## src/rtl/svm_pkg.sv

```systemverilog
// ----------------------------------------------------------------------------
// svm_pkg: shared types and constants of the sample voice mixer
// Commands, status codes, state encoding and the voice gain table.
// ----------------------------------------------------------------------------
`default_nettype none
package svm_pkg;
  localparam int Voices     = 8;
  localparam int VoiceW     = 3;
  localparam int FrameDepth = 65536;
  localparam int FrameAw    = 16;
  localparam int PosW       = 34;
  localparam int CountW     = 4;

  localparam logic [2:0] CMD_WRITE = 3'd0;
  localparam logic [2:0] CMD_SET   = 3'd1;
  localparam logic [2:0] CMD_START = 3'd2;
  localparam logic [2:0] CMD_STOP  = 3'd3;
  localparam logic [2:0] CMD_TICK  = 3'd4;

  localparam logic [1:0] ST_OK       = 2'd0;
  localparam logic [1:0] ST_REJECT   = 2'd1;
  localparam logic [1:0] ST_NO_VOICE = 2'd2;

  typedef enum logic [3:0] {
    S_IDLE, S_EXEC, S_VREAD, S_VWAIT, S_VMUL, S_VDIV, S_VQUO, S_VACC,
    S_GAIN, S_SAT, S_OUT
  } state_t;

  // controller -> datapath
  typedef struct packed {
    logic load;     // capture input beat
    logic exec;     // do non-tick command / tick setup
    logic vread;    // issue frame read for current voice
    logic vmul;     // pick channel value
    logic vdiv;     // velocity product
    logic vquo;     // coarse quotient of the divide by 127
    logic vacc;     // finish quotient, accumulate and advance voice
    logic gain;     // sum * gain
    logic sat;      // scale and saturate
  } svm_cmd_t;

  // datapath -> controller
  typedef struct packed {
    logic is_tick;
    logic no_voice;
    logic voice_live;  // current voice exists, is active and not at its end
    logic last_voice;
  } svm_stat_t;

  function automatic logic [16:0] gain_q16(input logic [CountW-1:0] n);
    logic [16:0] g;
    unique case (n)
      4'd0: g = 17'd0;
      4'd1: g = 17'd65536;
      4'd2: g = 17'd46341;
      4'd3: g = 17'd37837;
      4'd4: g = 17'd32768;
      4'd5: g = 17'd29309;
      4'd6: g = 17'd26755;
      4'd7: g = 17'd24770;
      4'd8: g = 17'd23170;
      4'd9: g = 17'd21845;
      4'd10: g = 17'd20724;
      4'd11: g = 17'd19760;
      4'd12: g = 17'd18919;
      4'd13: g = 17'd18176;
      4'd14: g = 17'd17515;
      default: g = 17'd16921;
    endcase
    return g;
  endfunction
endpackage
`default_nettype wire

```

## src/rtl/svm_ctrl.sv

```systemverilog
// ----------------------------------------------------------------------------
// svm_ctrl: command sequencer
// Steps one beat through execute and, for a tick, the per-voice loop, gain and saturation.
// ----------------------------------------------------------------------------
`default_nettype none
module svm_ctrl (
  input  wire logic              clk,
  input  wire logic              rst_n,
  input  wire logic              in_tvalid,
  output logic                   in_tready,
  output logic                   out_tvalid,
  input  wire logic              out_tready,
  output svm_pkg::svm_cmd_t      cmd,
  input  wire svm_pkg::svm_stat_t stat
);
  svm_pkg::state_t state_r, state_nxt;

  // hold state
  always_ff @(posedge clk) begin
    if (!rst_n) begin
      state_r <= svm_pkg::S_IDLE;
    end else begin
      state_r <= state_nxt;
    end
  end

  // next state
  always_comb begin
    state_nxt = state_r;
    unique case (state_r)
      svm_pkg::S_IDLE:  if (in_tvalid) state_nxt = svm_pkg::S_EXEC;
      svm_pkg::S_EXEC: begin
        if (!stat.is_tick || stat.no_voice) state_nxt = svm_pkg::S_OUT;
        else state_nxt = svm_pkg::S_VREAD;
      end
      svm_pkg::S_VREAD: begin
        if (stat.voice_live) state_nxt = svm_pkg::S_VWAIT;
        else if (stat.last_voice) state_nxt = svm_pkg::S_GAIN;
      end
      svm_pkg::S_VWAIT: state_nxt = svm_pkg::S_VMUL;
      svm_pkg::S_VMUL:  state_nxt = svm_pkg::S_VDIV;
      svm_pkg::S_VDIV:  state_nxt = svm_pkg::S_VQUO;
      svm_pkg::S_VQUO:  state_nxt = svm_pkg::S_VACC;
      svm_pkg::S_VACC: begin
        if (stat.last_voice) state_nxt = svm_pkg::S_GAIN;
        else state_nxt = svm_pkg::S_VREAD;
      end
      svm_pkg::S_GAIN:  state_nxt = svm_pkg::S_SAT;
      svm_pkg::S_SAT:   state_nxt = svm_pkg::S_OUT;
      svm_pkg::S_OUT:   if (out_tready) state_nxt = svm_pkg::S_IDLE;
      default:          state_nxt = svm_pkg::S_IDLE;
    endcase
  end

  // outputs
  always_comb begin
    cmd        = '0;
    in_tready  = 1'b0;
    out_tvalid = 1'b0;
    unique case (state_r)
      svm_pkg::S_IDLE:  begin in_tready = 1'b1; cmd.load = in_tvalid; end
      svm_pkg::S_EXEC:  cmd.exec = 1'b1;
      svm_pkg::S_VREAD: cmd.vread = 1'b1;
      svm_pkg::S_VMUL:  cmd.vmul = 1'b1;
      svm_pkg::S_VDIV:  cmd.vdiv = 1'b1;
      svm_pkg::S_VQUO:  cmd.vquo = 1'b1;
      svm_pkg::S_VACC:  cmd.vacc = 1'b1;
      svm_pkg::S_GAIN:  cmd.gain = 1'b1;
      svm_pkg::S_SAT:   cmd.sat = 1'b1;
      svm_pkg::S_OUT:   out_tvalid = 1'b1;
      default: ;
    endcase
  end
endmodule
`default_nettype wire

```

## config.mk

```make
export PLATFORM = sky130hd
export DESIGN_NAME = svm_ctrl
export DESIGN_NICKNAME = d
export VERILOG_FILES = /design/src/rtl/svm_pkg.sv /design/src/rtl/svm_ctrl.sv
export SDC_FILE = /design/constraint.sdc
export NUM_CORES = 1
export LEC_CHECK = 0
export ABC_CLOCK_PERIOD_IN_PS = 1800
export BUFFER_PORTS_ARGS = -buffer_cell sky130_fd_sc_hd__buf_4
export CAP_MARGIN = 20
export CORE_AREA = 2 2 39 41
export DETAILED_ROUTE_END_ITERATION = 10
export DIE_AREA = 0 0 41 43
export HOLD_SLACK_MARGIN = 0.15
export PLACE_DENSITY = 0.63
export SYNTH_ARGS = -nofsm -noshare
export SYNTH_HDL_FRONTEND = slang
export SYNTH_SLANG_ARGS = --single-unit
```

## constraint.sdc

```tcl
create_clock -name clk -period 1.8 [get_ports clk]
set_input_delay 0.09 -clock clk [delete_from_list [all_inputs] [get_ports clk]]
set_output_delay 0.09 -clock clk [all_outputs]
set_load 0.05 [all_outputs]
```

---- Word level (Yosys, flattened, before mapping) ----
Cells that the tools add are included.
word-level totals
  bits in registers ....................... 4
  bits of input ports ..................... 8
  output and inout port bits .............. 11
  word-level logic and storage cells ...... 36
operators by class
  eq/ne operators ......................... 13
  muxes and demuxes ....................... 18
  reduce and logical (&&, ||, !) cells .... 4
operator list
  operator            count
  $pmux 4 s11         1
  $mux 4              6
  $eq 4x3->1 const B  4
  $eq 4x4->1 const B  3
  $mux 1              11
  $eq 4x2->1 const B  2
  $eq 4x1->1 const B  1
  $logic_not 4->1     1
  $ne 2x2->1 const B  2
  $ne 3x3->1 const B  1
  $reduce_and 3->1    1
  $logic_not 1->1     1
  $logic_or 1x1->1    1

---- Longest topological paths before layout ----
Gate-level depths: netlist (run 1).
  word-level depth ........................ 4
  gate-level depth with buffers ........... 6
  mapped depth without buffers ............ 4

---- Worst setup path before layout (run 1) ----
Ideal clock, no wire load.
  path kind ............................... register to output
  start ................................... reg state_r[2]
  end ..................................... out cmd[8] (netlist bit)
  arrival ................................. 2.402 ns
  data required time ...................... 1.710 ns
  setup slack ............................. -0.692 ns
  cell stages (with the launch flop) ...... 6
  buffers on the path ..................... 2
  cells stage by stage .................... dfxtp_1 > buf_6 > or2_0 > buf_6 > nor3_1 > and2_1
RTL lines
  what                    RTL line        source
  start, declared         svm_ctrl.sv:16  svm_pkg::state_t state_r, state_nxt;
  start signal, assigned  svm_ctrl.sv:21  state_r <= svm_pkg::S_IDLE;
  start signal, assigned  svm_ctrl.sv:23  state_r <= state_nxt;
  end, declared           svm_ctrl.sv:13  output svm_pkg::svm_cmd_t cmd,

==> results.sh, run 1 <==
export IMPL_numCtsBuffers=3
export IMPL_rows=14
export IMPL_crit_family="simple AND/OR/NAND/NOR gates"
export IMPL_clock_fmax_mhz=607
export IMPL_yosys_area_top_type="dfxtp_1"
export IMPL_critical_path_buf_inv_count=2
export IMPL_regToRegStartpoint="state_r[2]$_SDFFE_PN0P_"
export IMPL_worstSetupStartpoint="state_r[2]$_SDFFE_PN0P_"
export IMPL_fillers=161
export IMPL_place_hpwl_um=738
export IMPL_largest_register="state_r"
export IMPL_r2r_slack_ns=0.40
export IMPL_wirelength_um=910
export IMPL_synth_cell_types=24
export IMPL_drt_iter0_drc=5
export IMPL_finalSetupViolations=0
export IMPL_period_share_pct=91.5
export IMPL_cap_violations=0
export IMPL_tns_ns=0
export IMPL_r2r_cells=4
export IMPL_skew_ns=0.00312
export IMPL_ys_top_cells_by_count="9 x nor2_1, 7 x nor3_1, 5 x nand2_1"
export IMPL_worstPathRequired_ns=1.71
export IMPL_worst_slew_pin_slew_ns=0.336
export IMPL_clock_path_buffers=2
export IMPL_arrival_ns=1.56
export IMPL_start_kind="flop"
export IMPL_pre_cts_slack_ns=0.298
export IMPL_avgSynthCellArea_um2=7.17
export IMPL_crit_chain="or2_1 -> buf_4 -> nor3_4 -> and2_1 -> buf_4"
export IMPL_drive_gt1_share_pct=38.4
export IMPL_crit_top_cell="buf_4"
export IMPL_areaGrowthSynthToFinish_pct=51.0
export IMPL_fin_ws_ns=0.153
export IMPL_rsz0062_at_grt="no"
export IMPL_first_global_vias=373
export IMPL_rr_endpoint="state_r[3]$_SDFFE_PN0P_"
export IMPL_report_final_hold_viol_count=0
export IMPL_synth_seq_cells=4
export IMPL_placed_cell_area_um2=531
export IMPL_avgViaCountPerCell=4.84
export IMPL_top_regs="state_r x4"
export IMPL_status="complete, no violations"
export IMPL_vdd_drop_max_mv=0.426
export IMPL_synth_nets=60
export IMPL_avgRoutedWirePerCell_um=10.2
export IMPL_path_depth=5
export IMPL_synthTopCellsByArea="dfxtp_1 21%, nor3_1 9.4%, nor2_1 9.1%"
export IMPL_regArea_um2=80.1
export IMPL_largest_reg_flops=4
export IMPL_syn_inst=52
export IMPL_synth_area_um2=373
export IMPL_hp_class="in -> reg"
export IMPL_routabilityCongestion=0.825
export IMPL_p_leak_nw=0.246
export IMPL_endpoint="cmd[8]"
export IMPL_place_inst=85
export IMPL_slew_violations=0
export IMPL_slowest_delay_ns=0.38
export IMPL_synth_top_area_share_pct=21.5
export IMPL_fin_area_um2=563
export IMPL_final_cells=89
export IMPL_drtPass1Iterations=2
export IMPL_cts_tree="yes"
export IMPL_dieArea_um2=1760
export IMPL_io_pins=19
export IMPL_clk_pin_slew_ns=0.04
export IMPL_finalCriticalPeriod_ns=1.65
export IMPL_globalRoute_totalOverflow=0
export IMPL_final_core_util_pct=40.7
export IMPL_multi_input_area_um2=265
export IMPL_antenna_found_initial=0
export IMPL_cts_root_buffer="clkbuf_4"
export IMPL_grt_start_max_net_pins=11
export IMPL_initial_core_util_pct=26.9
export IMPL_synth_most_common_cell="nor2_1"
export IMPL_clock_latency_ns=0.23
export IMPL_n_antenna_cell=0
export IMPL_clock_sinks=4
export IMPL_crit_type="reg -> out"
export IMPL_synth_ff_type="dfxtp_1"
export IMPL_via_count=431
export IMPL_drc_errors=0
export IMPL_power_total_mw=0.506
export IMPL_die_h_um=43
export IMPL_hold_slack_ns=0.215
export IMPL_dieWidth_um=41
export IMPL_cp_max_fo=10
export IMPL_yosysWarnings=0
export IMPL_core_um2=1380
export IMPL_cp_end_kind="primary output"
export IMPL_power_density_nw_per_um2=899
export IMPL_grt_pass1_wl_um=1470
export IMPL_synth_edf_count=0
export IMPL_ys_seq_area_share_pct=21.5
export IMPL_max_slew_margin_pct=77.6
export IMPL_ant_nets=0
export IMPL_async_flop_share_pct=0
export IMPL_htreeDepth=1
export IMPL_grt_usage_pct=12.3
export IMPL_portBuffers=18
export IMPL_critPathSlowestCell="dfxtp_1"
export IMPL_nNetsFinal=83
==> kinds of logic after synthesis <==
group	after synthesis	share of synthesized area (%)
flip-flops	4	21.5
AO/OA/AOI/OAI	10	21.1
buffers and inverters	6	10.4
XOR/XNOR	1	2.35
AND/OR/NAND/NOR	31	44.6
==> tightest hold or removal path: stages <==
cell and delay, ns:
buf_4 0.08, nor3_1 0.06, a22o_1 0.17
==> where the power goes <==
group | switching [mW] | leakage (nW) | total, mW | internal, mW
Combinational | 0.168 | 0.199 | 0.274 | 0.107
Clock | 0.0334 | 0.0138 | 0.108 | 0.0743
Sequential | 0.0239 | 0.0327 | 0.124 | 0.100
==> layout make-up <==
cell class	instances	share of cell area (%)
repair buffers	22	29.8
multi-input cells	42	47.1
flip-flops and latches	4	14.2
clock buffers	3	4.00
inverters	2	1.33
well taps	16	3.56
==> cell usage in the layout, fill, tap and decap left out <==
master	count
nand2_1	5
nor3_4	1
a22o_1	1
o22ai_1	2
nor2_1	9
a22oi_1	1
nor4_2	1
o41a_1	1
nor4b_2	1
or2b_1	1
a31oi_1	1
dfxtp_1	4
xor2_1	1
a2111oi_2	1
or2_1	1
buf_4	21
nand2b_1	4
dlygate4sd3_1	1
and2_1	1
inv_1	2
nor3_1	6
clkbuf_4	3
and3_1	1
a211oi_1	1
a21oi_1	2
==> worst min path at each step <==
stage,endpoint,startpoint,slack [ns],cells after the start
after detailed placement,state_r[3]$_SDFFE_PN0P_,rst_n,0.34,2
final,state_r[3]$_SDFFE_PN0P_,out_tready,0.22,3
after CTS,state_r[3]$_SDFFE_PN0P_,out_tready,0.21,3
after global routing,state_r[3]$_SDFFE_PN0P_,out_tready,0.22,3
after global placement,state_r[3]$_SDFFE_PN0P_,rst_n,0.33,2
after floorplan,state_r[3]$_SDFFE_PN0P_,rst_n,0.22,1
==> metal layers <==
metal / up-vias / global-route usage, % / share of wire [%]
met5: - / 0 / 0
met4: 0 / 4.00 / 0
met3: 0 / 6.28 / 6.9
met2: 13 / 18.8 / 49
met1: 190 / 14.2 / 44
li1: 228 / - / -
==> timing repair <==
item	in CTS	in global routing
endpoints found under the setup margin	0	1
hold endpoints to repair	3	0
hold buffers	1	0
setup buffers	0	0
resized for setup	0	1
Note: power is estimated with default switching activity, not from simulation.
==> run 2: changes to the inputs <==
--- a/config.mk
+++ b/config.mk
@@ -13,6 +13,7 @@
 export DIE_AREA = 0 0 41 43
 export HOLD_SLACK_MARGIN = 0.15
 export PLACE_DENSITY = 0.63
+export SETUP_SLACK_MARGIN = 0.3
 export SYNTH_ARGS = -nofsm -noshare
 export SYNTH_HDL_FRONTEND = slang
 export SYNTH_SLANG_ARGS = --single-unit
==> results.sh, run 2 (synthesized netlist as in run 1, its figures left out) <==
export IMPL_power_frac_seq_pct=21.9
export IMPL_cp_end_kind="primary output"
export IMPL_nNetsFinal=86
export IMPL_rows=14
export IMPL_ant_nets=0
export IMPL_arrival_ns=1.40
export IMPL_fin_ws_ns=0.313
export IMPL_portBuffers=18
export IMPL_worst_slew_pin_slew_ns=0.349
export IMPL_tns_ns=0
export IMPL_status="complete, no violations"
export IMPL_core_um2=1380
export IMPL_p_comb_share_pct=58.3
export IMPL_max_slew_margin_pct=76.7
export IMPL_grt_start_max_net_pins=17
export IMPL_drtPass1Iterations=4
export IMPL_final_core_util_pct=44.8
export IMPL_p_int_mw=0.304
export IMPL_crit_chain="or2_4 -> buf_4 -> nor3_4 -> and2_4 -> buf_8"
export IMPL_avgRoutedWirePerCell_um=11.1
export IMPL_start_kind="flop"
export IMPL_cp_max_fo=8
export IMPL_drc_errors=0
export IMPL_dieArea_um2=1760
export IMPL_hp_class="in -> reg"
export IMPL_fin_area_um2=619
export IMPL_io_pins=19
export IMPL_areaGrowthSynthToFinish_pct=66.1
export IMPL_use_met1_pct=11.3
export IMPL_finalSetupViolations=0
export IMPL_rsz0062_at_grt="yes"
export IMPL_fillers=143
export IMPL_pre_cts_slack_ns=0.269
export IMPL_largest_reg_flops=4
export IMPL_die_h_um=43
export IMPL_n_antenna_cell=0
export IMPL_wirelength_um=1030
export IMPL_numCtsBuffers=3
export IMPL_clock_path_buffers=2
export IMPL_clock_sinks=4
export IMPL_first_global_vias=456
export IMPL_cap_violations=0
export IMPL_cts_tree="yes"
export IMPL_via_count=473
export IMPL_skew_ns=0.00334
export IMPL_crit_type="reg -> out"
export IMPL_cts_root_buffer="clkbuf_4"
export IMPL_worstPathRequired_ns=1.71
export IMPL_dieWidth_um=41
export IMPL_period_share_pct=82.6
export IMPL_clock_fmax_mhz=672
export IMPL_report_final_hold_viol_count=0
export IMPL_power_density_nw_per_um2=873
export IMPL_vdd_drop_max_mv=0.337
export IMPL_slowest_delay_ns=0.36
export IMPL_routabilityCongestion=0.832
export IMPL_clock_latency_ns=0.23
export IMPL_largest_register="state_r"
export IMPL_critPathSlowestCell="dfxtp_4"
export IMPL_layout_commonest_cell="buf_4"
export IMPL_met2_usage_pct=25.6
export IMPL_initial_core_util_pct=26.9
export IMPL_htreeDepth=1
export IMPL_top_regs="state_r x4"
export IMPL_drive_gt1_share_pct=52.6
export IMPL_slew_violations=0
export IMPL_top_usage_layer="met2"
export IMPL_drt_iter0_drc=13
export IMPL_finalCriticalPeriod_ns=1.49
export IMPL_grt_usage_pct=13.7
export IMPL_p_sw_share_pct=43.7
export IMPL_placed_cell_area_um2=538
export IMPL_p_sw_mw=0.237
export IMPL_antenna_found_initial=0
export IMPL_p_leak_nw=0.271
export IMPL_grt_pass1_wl_um=1650
export IMPL_avgViaCountPerCell=5.14
export IMPL_place_hpwl_um=775
export IMPL_clk_pin_slew_ns=0.04
export IMPL_final_cell_mix="23 x buf_4, 6 x nor2_1, 5 x nand2_1, 5 x nor3_1, 4 x nand2b_1"
export IMPL_use_met3_pct=3.14
export IMPL_globalRoute_totalOverflow=0
export IMPL_clockPowerShare_pct=19.8
-- run 2: final timing paths --
check             depth (start not counted)               startpoint                      end  slack, ns
hold / removal                            3               out_tready  state_r[3]$_SDFFE_PN0P_       0.22
hold reg to reg                           2  state_r[3]$_SDFFE_PN0P_  state_r[2]$_SDFFE_PN0P_       0.64
setup / recovery                          5  state_r[1]$_SDFFE_PN0P_                   cmd[8]       0.31
setup reg to reg                          4  state_r[2]$_SDFFE_PN0P_  state_r[3]$_SDFFE_PN0P_       0.44
-- run 2: what timing repair did --
| item | CTS | global route |
|---|---|---|
| endpoints found under the hold margin | 3 | 0 |
| setup endpoints to repair | 5 | 5 |
| setup buffers | 3 | 0 |
| hold buffers | 1 | 0 |
| gates resized for setup | 6 | 5 |
| pin swaps | 2 | 0 |
-- run 2: layer usage --
| metal | up-vias | routed length [µm] |
|---|---|---|
| met2 | 14 | 599 |
| met1 | 225 | 364 |
| li1 | 232 | - |
| met4 | 0 | 6 |
| met5 | - | 0 |
| met3 | 2 | 55 |
-- run 2: critical path, delay by kind of cell (launching register included) --
kind                   cells  cell delay, ns
DFF                        1            0.36
buffers and inverters      2            0.28
and+or+nand+nor            3            0.53
-- run 2: layout make-up --
class	instances	area, µm²	share of cell area, %
Multi-Input combinational cell	42	283	45.7
Inverter	2	7.51	1.21
Clock buffer	3	22.5	3.64
Sequential cell	4	88.8	14.3
Tap cell	16	20.0	3.23
Timing Repair Buffer	25	198	31.9
-- run 2: stage by stage --
stage	hold slack (ns)	cells	power (mW)
after floorplan	0.216	52	0.332
after global placement	0.344	85	0.402
after detailed placement	0.348	85	0.405
after CTS	0.218	92	0.536
after global routing	0.221	92	0.581
final	0.222	92	0.541
-- run 2: power by group through the flow --
stage / sequential, mW / clock (mW) / combinational, mW
final: 0.118 / 0.107 / 0.315
after global routing: 0.120 / 0.120 / 0.341
after CTS: 0.116 / 0.113 / 0.307
after detailed placement: 0.119 / 0 / 0.286
after global placement: 0.119 / 0 / 0.284
after floorplan: 0.115 / 0 / 0.217
==> run 3: changes to the inputs <==
--- a/config.mk
+++ b/config.mk
@@ -5,7 +5,7 @@
 export SDC_FILE = /design/constraint.sdc
 export NUM_CORES = 1
 export LEC_CHECK = 0
-export ABC_CLOCK_PERIOD_IN_PS = 1800
+export ABC_CLOCK_PERIOD_IN_PS = 1500
 export BUFFER_PORTS_ARGS = -buffer_cell sky130_fd_sc_hd__buf_4
 export CAP_MARGIN = 20
 export CORE_AREA = 2 2 39 41
==> constraint.sdc (replaced) <==
create_clock -name clk -period 1.5 [get_ports clk]
set_input_delay 0.075 -clock clk [delete_from_list [all_inputs] [get_ports clk]]
set_output_delay 0.075 -clock clk [all_outputs]
set_load 0.05 [all_outputs]
==> results.sh, run 3 (synthesized netlist as in run 1, its figures left out) <==
export IMPL_largest_reg_flops=4
export IMPL_core_um2=1380
export IMPL_crit_type="reg -> out"
export IMPL_antenna_found_initial=0
export IMPL_die_h_um=43
export IMPL_numCtsBuffers=3
export IMPL_top_regs="state_r x4"
export IMPL_n_antenna_cell=0
export IMPL_rr_endpoint="state_r[3]$_SDFFE_PN0P_"
export IMPL_report_final_hold_viol_count=0
export IMPL_clock_sinks=4
export IMPL_initial_core_util_pct=26.9
export IMPL_drive_gt1_share_pct=66.7
export IMPL_vdd_drop_max_mv=0.512
export IMPL_worst_hold_startpoint="out_tready"
export IMPL_dieWidth_um=41
export IMPL_first_global_vias=516
export IMPL_place_inst=89
export IMPL_nNetsFinal=94
export IMPL_areaGrowthSynthToFinish_pct=126
export IMPL_cp_max_fo=8
export IMPL_tns_ns=0
export IMPL_max_slew_margin_pct=79.1
export IMPL_r2r_cells=4
export IMPL_grt_start_max_net_pins=10
export IMPL_clock_path_buffers=2
export IMPL_multi_input_area_um2=372
export IMPL_cap_violations=0
export IMPL_clock_fmax_mhz=691
export IMPL_wirelength_um=1320
export IMPL_period_share_pct=96.4
export IMPL_clk_pin_slew_ns=0.04
export IMPL_drt_iter0_drc=7
export IMPL_p_leak_nw=0.352
export IMPL_finalCriticalPeriod_ns=1.45
export IMPL_io_pins=19
export IMPL_grt_usage_pct=17.8
export IMPL_power_total_mw=0.839
export IMPL_avgRoutedWirePerCell_um=13.2
export IMPL_htreeDepth=1
export IMPL_avgViaCountPerCell=5.13
export IMPL_dieArea_um2=1760
export IMPL_finalSetupViolations=0
export IMPL_via_count=513
export IMPL_final_core_util_pct=60.9
export IMPL_ant_nets=0
export IMPL_power_density_nw_per_um2=995
export IMPL_grt_pass1_wl_um=2190
export IMPL_status="complete, no violations"
export IMPL_layout_commonest_cell="buf_4"
export IMPL_min_path_cells=3
export IMPL_routabilityCongestion=0.849
export IMPL_worstPathRequired_ns=1.42
export IMPL_cts_tree="yes"
export IMPL_slew_violations=0
export IMPL_globalRoute_totalOverflow=0
export IMPL_place_hpwl_um=871
export IMPL_worst_slew_pin_slew_ns=0.312
export IMPL_r2r_slack_ns=0.18
export IMPL_regArea_um2=88.8
export IMPL_cp_end_kind="primary output"
export IMPL_start_kind="flop"
export IMPL_portBuffers=18
export IMPL_final_cell_mix="17 x buf_4, 8 x buf_6, 7 x buf_8"
export IMPL_min_to="state_r[3]$_SDFFE_PN0P_"
export IMPL_clock_latency_ns=0.24
export IMPL_final_cells=100
export IMPL_largest_register="state_r"
export IMPL_drc_errors=0
export IMPL_arrival_ns=1.37
export IMPL_regToRegStartpoint="state_r[2]$_SDFFE_PN0P_"
export IMPL_fillers=138
export IMPL_drtPass1Iterations=2
export IMPL_cts_root_buffer="clkbuf_4"
export IMPL_rsz0062_at_grt="yes"
export IMPL_hp_class="in -> reg"
export IMPL_skew_ns=0.00619
export IMPL_rows=14
[run 3: cell type report]
type,instances,area share [%]
multi-input cells,42,44.1
repair buffers,33,39.5
flip-flops and latches,4,10.5
clock buffers,3,2.67
well taps,16,2.37
inverters,2,0.890
[run 3: stage by stage]
stage	setup WS (ns)	area, µm²	hold WS (ns)
2_1_floorplan	-0.138	422	0.201
3_3_place_gp	0.122	596	0.316
3_5_place_dp	0.105	596	0.326
4_1_cts	0.0688	822	0.178
5_1_grt	-0.000419	843	0.190
6_report	0.0535	843	0.184
[run 3: critical path, cell delays in order (launching register included)]
cell and delay [ns]:
dfxtp_2 0.34, buf_4 0.16, or2b_1 0.28, nor3_2 0.16
buf_6 0.19
[run 3: metal layers]
layer | vias up | part of all wire (%) | GRT usage (%)
met5 | - | 0 | 0
met4 | 0 | 0 | 3.33
met3 | 0 | 4.5 | 6.81
met2 | 15 | 58 | 31.3
met1 | 247 | 38 | 19.1
li1 | 251 | - | -
[run 3: power breakdown]
group | internal, mW | switching [mW]
clock | 0.0896 | 0.0457
combinational | 0.271 | 0.285
sequential | 0.123 | 0.0242
[run 3: what timing repair did]
item	4_1_cts	5_1_grt
hold buffers	1	0
pin swaps	9	3
buffers inserted	7	0
hold endpoints to repair	3	0
gates resized for setup	36	6
setup endpoints to repair	13	14
[run 3: how the worst max path moves through the flow]
| stage | from | slack [ns] | end |
|---|---|---|---|
| 2_1_floorplan | state_r[2]$_SDFFE_PN0P_ | -0.14 | cmd[8] |
| 3_3_place_gp | state_r[0]$_SDFFE_PN0P_ | 0.12 | state_r[1]$_SDFFE_PN0P_ |
| 3_5_place_dp | state_r[0]$_SDFFE_PN0P_ | 0.11 | state_r[3]$_SDFFE_PN0P_ |
| 4_1_cts | state_r[2]$_SDFFE_PN0P_ | 0.07 | cmd[8] |
| 5_1_grt | state_r[2]$_SDFFE_PN0P_ | -0.0004 | cmd[5] |
| 6_report | state_r[2]$_SDFFE_PN0P_ | 0.05 | cmd[5] |
